$ cat src/design/elrl_pkg.sv
// shared types and constants of the event log with run-length merging
package elrl_pkg;

    localparam int GROUP_W   = 16;
    localparam int LOCAL_W   = 16;
    localparam int CODE_W    = GROUP_W + LOCAL_W;
    localparam int TIME_W    = 32;
    localparam int RUN_W     = 32;
    localparam int TOTAL_W   = 32;
    localparam int POS_W     = 6;
    localparam int CMD_W     = 2;
    localparam int CFG_IDX_W = 4;
    localparam int CFG_DAT_W = 16;

    // command codes on the request channel
    localparam logic [CMD_W-1:0] CMD_ADD   = 2'd0;
    localparam logic [CMD_W-1:0] CMD_READ  = 2'd1;
    localparam logic [CMD_W-1:0] CMD_CLEAR = 2'd2;

    // configuration register indexes
    localparam logic [CFG_IDX_W-1:0] CFG_FULL_GROUP = 4'd0;
    localparam logic [CFG_IDX_W-1:0] CFG_FULL_LOCAL = 4'd1;

    // reset values of the full marker
    localparam logic [GROUP_W-1:0] FULL_GROUP_RST = 16'd0;
    localparam logic [LOCAL_W-1:0] FULL_LOCAL_RST = 16'd1;

    // classified operation handed from front to back
    typedef enum logic [1:0] {
        OP_NOP   = 2'd0,
        OP_ADD   = 2'd1,
        OP_READ  = 2'd2,
        OP_CLEAR = 2'd3
    } op_t;

    typedef struct packed {
        op_t                 op;
        logic [CODE_W-1:0]   code;
        logic [TIME_W-1:0]   event_time;
        logic [POS_W-1:0]    read_pos;
    } entry_t;

    // head of the front queue as seen by the back
    typedef struct packed {
        logic   valid;
        entry_t entry;
    } q_head_t;

endpackage

$ cat src/design/elrl_if.sv
// request, response and configuration channel interfaces

interface elrl_req_if;
    logic                              valid;
    logic                              ready;
    logic [elrl_pkg::CMD_W-1:0]        cmd;
    logic [elrl_pkg::GROUP_W-1:0]      group_code;
    logic [elrl_pkg::LOCAL_W-1:0]      local_code;
    logic [elrl_pkg::TIME_W-1:0]       event_time;
    logic [elrl_pkg::POS_W-1:0]        read_pos;

    modport source (output valid, cmd, group_code, local_code, event_time, read_pos,
                    input ready);
    modport sink   (input valid, cmd, group_code, local_code, event_time, read_pos,
                    output ready);
endinterface


$ cat src/design/elrl_front.sv
// front end: accepts requests, classifies them and queues them for the back end
module elrl_front (
    input  logic             clk,
    input  logic             rst_n,
    elrl_req_if.sink         req,
    output elrl_pkg::q_head_t q_head,
    input  logic             q_pop
);

    elrl_pkg::entry_t entry_reg [2];
    logic             wr_ptr_reg, wr_ptr_next;
    logic             rd_ptr_reg, rd_ptr_next;
    logic [1:0]       count_reg, count_next;
    elrl_pkg::entry_t new_entry;
    elrl_pkg::op_t    op_dec;
    logic             push;

    // command decode
    always_comb
    begin
        unique case (req.cmd)
            elrl_pkg::CMD_ADD:   op_dec = elrl_pkg::OP_ADD;
            elrl_pkg::CMD_READ:  op_dec = elrl_pkg::OP_READ;
            elrl_pkg::CMD_CLEAR: op_dec = elrl_pkg::OP_CLEAR;
            default:             op_dec = elrl_pkg::OP_NOP;
        endcase
    end

    assign new_entry.op         = op_dec;
    assign new_entry.code       = {req.group_code, req.local_code};
    assign new_entry.event_time = req.event_time;
    assign new_entry.read_pos   = req.read_pos;

    // two-entry queue handshake
    assign req.ready = (count_reg != 2'd2);
    assign push      = req.valid && req.ready;

    assign q_head.valid = (count_reg != 2'd0);
    assign q_head.entry = entry_reg[rd_ptr_reg];

    // pointer and fill count update
    always_comb
    begin
        wr_ptr_next = push  ? ~wr_ptr_reg : wr_ptr_reg;
        rd_ptr_next = q_pop ? ~rd_ptr_reg : rd_ptr_reg;
        count_next  = count_reg + {1'b0, push} - {1'b0, q_pop};
    end

    always_ff @(posedge clk or negedge rst_n)
    begin
        if (!rst_n)
        begin
            wr_ptr_reg <= 1'b0;
            rd_ptr_reg <= 1'b0;
            count_reg  <= 2'd0;
        end
        else
        begin
            wr_ptr_reg <= wr_ptr_next;
            rd_ptr_reg <= rd_ptr_next;
            count_reg  <= count_next;
        end
    end

    // queue storage
    always_ff @(posedge clk)
    begin
        if (push)
        begin
            entry_reg[wr_ptr_reg] <= new_entry;
        end
    end

endmodule

$ cat src/flat_wrapper.sv
// flat-port wrapper written by rule: the top's interface ports become plain ports
module elrl_front_flat 
  (clk, rst_n, q_head, q_pop, req_valid, req_cmd, req_group_code, req_local_code, req_event_time, req_read_pos, req_ready);
  elrl_req_if req_i ();
  input  logic clk;
  input  logic rst_n;
  output elrl_pkg::q_head_t q_head;
  input  logic q_pop;
  input wire logic [$bits(req_i.valid)-1:0] req_valid;
  input wire logic [$bits(req_i.cmd)-1:0] req_cmd;
  input wire logic [$bits(req_i.group_code)-1:0] req_group_code;
  input wire logic [$bits(req_i.local_code)-1:0] req_local_code;
  input wire logic [$bits(req_i.event_time)-1:0] req_event_time;
  input wire logic [$bits(req_i.read_pos)-1:0] req_read_pos;
  output wire logic [$bits(req_i.ready)-1:0] req_ready;
  assign req_i.valid = req_valid;
  assign req_i.cmd = req_cmd;
  assign req_i.group_code = req_group_code;
  assign req_i.local_code = req_local_code;
  assign req_i.event_time = req_event_time;
  assign req_i.read_pos = req_read_pos;
  assign req_ready = req_i.ready;
  elrl_front u_core (.clk(clk), .rst_n(rst_n), .req(req_i), .q_head(q_head), .q_pop(q_pop));
endmodule
$ cat config.mk
export PLATFORM = sky130hd
export DESIGN_NAME = elrl_front_flat
export DESIGN_NICKNAME = d
export VERILOG_FILES = /design/src/design/elrl_pkg.sv /design/src/design/elrl_if.sv /design/src/design/elrl_front.sv /design/src/flat_wrapper.sv
export SDC_FILE = /design/constraint.sdc
export NUM_CORES = 1
export LEC_CHECK = 0
export BUFFER_PORTS_ARGS = -buffer_cell sky130_fd_sc_hd__buf_2
export CORE_MARGIN = 1.5
export CORE_UTILIZATION = 35
export CTS_CLUSTER_SIZE = 40
export DETAILED_ROUTE_END_ITERATION = 10
export GPL_TIMING_DRIVEN = 0
export PLACE_DENSITY = 0.6
export SLEW_MARGIN = 20
export SYNTH_ARGS = -nofsm -noshare
export SYNTH_HDL_FRONTEND = slang
export SYNTH_SLANG_ARGS = --single-unit
export TNS_END_PERCENT = 1
$ cat constraint.sdc
create_clock -name clk -period 4.7 [get_ports clk]
set_input_delay 0.94 -clock clk [delete_from_list [all_inputs] [get_ports clk]]
set_output_delay 0.94 -clock clk [all_outputs]
set_load 0.02 [all_outputs]
==> impl_table.tex <==
\begin{tabular}{lr}
\hline
Metric & Value \\
\hline
\multicolumn{2}{l}{\textbf{Run status}} \\
Status & complete, no violations \\
\multicolumn{2}{l}{\textbf{Synth}} \\
Async set-or-reset flop fraction in the synthesized netlist & 0.0270 \\
Cell types with the largest area share after synthesis & sky130\_fd\_sc\_hd\_\_edfxtp\_1 (75\%), sky130\_fd\_sc\_hd\_\_mux2\_4 (18\%), sky130\_fd\_sc\_hd\_\_buf\_12 (2.4\%), sky130\_fd\_sc\_hd\_\_dfrtp\_1 (1.7\%), sky130\_fd\_sc\_hd\_\_ha\_1 (0.65\%) \\
Sequential element share of the synthesized area & 0.765 \\
Dominant cell by count in the synthesized netlist & sky130\_fd\_sc\_hd\_\_edfxtp\_1 \\
Cells after synthesis & between 200 and 250 \\
Ranking of synthesized cells by instance count & sky130\_fd\_sc\_hd\_\_edfxtp\_1 (144), sky130\_fd\_sc\_hd\_\_mux2\_4 (69), sky130\_fd\_sc\_hd\_\_buf\_12 (7) \\
Syn Nets & 326 \\
Leading register cell type out of synthesis & sky130\_fd\_sc\_hd\_\_edfxtp\_1 \\
Cell taking the most area after synthesis & sky130\_fd\_sc\_hd\_\_edfxtp\_1 \\
Count of yosys warnings during synthesis & 0 \\
Mapped Area & 5780 sq um \\
EDFF count, synth & 144 \\
Unique cell type count in the Yosys netlist & 17 \\
Register bit total from synthesis & 148 \\
Mapped Avg Cell Area & roughly 23 sq um \\
Fraction of post-synthesis cell area in the top cell type by area & 0.748 \\
\multicolumn{2}{l}{\textbf{Place}} \\
Sum of net half-perimeters after detailed placement & 6.89 mm \\
Final Wtd Congestion & 0.686 \\
Total of buffers placed on input and output ports & 149 \\
Worst setup timing slack at the placement stage & 2.32 ns \\
\multicolumn{2}{l}{\textbf{Routing}} \\
Number of iterations in the first detailed-routing pass & 4 \\
Via density per instance & 4.35 \\
1st-iter DRT viols & 183 \\
Topmost layer with routed signal wires & met4 \\
WL met2 & about 5.1 mm \\
Total via count after detailed routing & 2810 \\
Met1 routed wirelength after detailed routing & around 4.2 mm \\
Metal3 WL & 643 microns \\
Final wirelength & 10.2 mm \\
Avg WL per Cell & 15.7 microns \\
DRT antenna net count & 0 \\
Number of remaining DRC errors & 0 \\
\multicolumn{2}{l}{\textbf{Worst setup path}} \\
Cell breakdown of the critical path & buf\_6 > buf\_12 > mux2\_4 > buf\_2 \\
CP Max Fanout & 10 \\
Worst setup EP type & output pin \\
Worst path max stage delay & 0.34 ns \\
Worst EP arrival & 1.64 ns \\
Slowest library cell on the worst path & sky130\_fd\_sc\_hd\_\_dfrtp\_1 \\
Worst setup SP type & register \\
Worst Path Required & 3.76 ns \\
Crit path kind & register to output pin \\
\multicolumn{2}{l}{\textbf{STA}} \\
Endpoints failing setup & 0 \\
Unrepaired setup endpoints after global routing & no \\
Setup TNS & 0 ns \\
Slew @ Worst Pin & 0.491 ns \\
Max Clock Freq & 387 MHz \\
Time the final worst path needs with I/O delays and setup & 2.58 ns \\
Max-slew violation count & 0 \\
Final-report hold violation count & 0 \\
Max-slew headroom at the worst pin & 0.673 \\
Setup slack of the critical path after layout & approximately 2.1 ns \\
Fraction of the cycle the final worst path needs & 0.550 \\
Maximum clock skew at final layout & 0.00762 ns \\
\multicolumn{2}{l}{\textbf{Final layout}} \\
Net total in the final layout & 498 \\
Layout cell share with drive strength beyond 1 & 0.612 \\
Syn-to-layout area delta & 29.4\% \\
Ant. Diodes & 0 \\
Number of flip-flops in the largest register & around 140 \\
Fill cell total of the finished layout & 1429 \\
\multicolumn{2}{l}{\textbf{GRT}} \\
Maximum number of pins on one net before global-route repair & 43 \\
Initial antenna violation count & 0 \\
First-pass GRT wire length & 16.2 mm \\
Total global routing overflow & 0 \\
Vias in the first global route & just over 3000 \\
Global Route Usage Sum & 0.123 \\
\multicolumn{2}{l}{\textbf{Clocking}} \\
TritonCTS clock tree & built \\
Cts-stage hold buffer count & 0 \\
Root Buffer & sky130\_fd\_sc\_hd\_\_clkbuf\_16 \\
Resized cells post-CTS & 0 \\
Number of sinks driven by the clock tree & 148 \\
Post-CTS setup repair buffer count & 0 \\
Source-to-sink clock delay at the later pin of the worst-skew pair & $\sim$0.4 ns \\
Clk slew on worst S/H paths & 0.06 ns \\
Number of buffers created by CTS & 17 \\
CTS H-tree lvls & 4 \\
Deepest clock path buffer count & 2 \\
\multicolumn{2}{l}{\textbf{Pwr}} \\
Leak & 3.01 nW \\
Largest vdd supply drop & 0.349 mV \\
Pwr/cell area & roughly 670 nW/um\^{}2 \\
\multicolumn{2}{l}{\textbf{Floorplan}} \\
Die span in x & 132 microns \\
Starting utilization of the core area & 0.361 \\
Row Count & 46 \\
Area of the die & 17300 sq um \\
Area of the core & 16000 sq um \\
Die Y & $\sim$130 microns \\
Top-Level Pins & 150 \\
\multicolumn{2}{l}{\textbf{Job}} \\
Number of max-capacitance violations reported & 0 \\
\multicolumn{2}{l}{\textbf{Min path}} \\
Class of the tightest hold or removal check & primary input to async pin \\
\hline
\end{tabular}
routing by layer:
metal | vias up | GRT usage
li1 | 1318 | -
met1 | 1384 | 0.138
met2 | 94 | 0.205
met3 | 14 | 0.0482
met4 | 0 | 0.0556
met5 | - | 0
through the flow:
step                hold slack, ns   util  instances  power, mW  area, sq um
floorplan                    0.461      -        247       3.26         5780
global placement             0.475  0.425        612       3.73         6800
detailed placement           0.546  0.432        616       3.80         6910
CTS                          0.297  0.468        646       5.13         7480
global route                 0.303  0.468        646       5.27         7480
finish                       0.321  0.468        646       5.04         7480
placed cells by master (no fill, tap or decap), drive strengths merged:
master and instances:
and3 1, buf 161, bufinv 3, clkbuf 18
clkinv 7, clkinvlp 2, dfrtp 4, edfxtp 144
ha 3, inv 3, mux2 72, mux2i 1
nand2 2, nand2b 1, nor2 1, nor2b 1
or2 2, xnor2 2, xor2 2
kinds of logic (layout without fill, tap and decap cells):
family                     after synthesis  after routing  share of synthesized area
xor gates and xnor gates                 4              4                    0.00606
buffers and inverters                   11            194                     0.0281
and+or+nand+nor                          8              8                    0.00736
DFF                                    148            148                      0.765
muxes                                   73             73                      0.187
adders and majority gates                3              3                    0.00649
worst max-delay path, delay by kind of cell (launching register included):
| family | cells | cell delay (ns) |
|---|---|---|
| flops | 1 | 0.34 |
| mux | 1 | 0.30 |
| buf+inv | 3 | 0.59 |
worst paths after layout:
check                               startpoint                 endpoint  slack, ns  cells after the start
max                          u_core.rd_ptr_reg               q_head[20]       2.12                      4
min                                      rst_n      u_core.count_reg[0]       0.32                      1
max in group asynchronous                rst_n      u_core.count_reg[1]       4.26                      1
min reg2reg                  u_core.wr_ptr_reg        u_core.wr_ptr_reg       0.56                      1
min in group clk             u_core.wr_ptr_reg        u_core.wr_ptr_reg       0.56                      1
max reg2reg                u_core.count_reg[0]  u_core.entry_reg[0][21]       2.85                      5
layout make-up:
class	instances	area, sq um	share of cell area
Multi-Input combinational cell	88	1210	0.161
Inverter	3	11.3	0.00151
Buffer	8	151	0.0202
Tap cell	216	270	0.0361
Timing Repair Buffer	153	848	0.113
Clock buffer	18	429	0.0574
Clock inverter	12	140	0.0187
Sequential cell	148	4420	0.591
power breakdown:
group / switching (mW) / internal (mW) / total [mW]
sequential: 0.0767 / 1.80 / 1.88
combinational: 0.972 / 0.874 / 1.85
clock: 0.498 / 0.820 / 1.32
total: 1.55 / 3.50 / 5.04
Power figures use the tool's default switching activity.
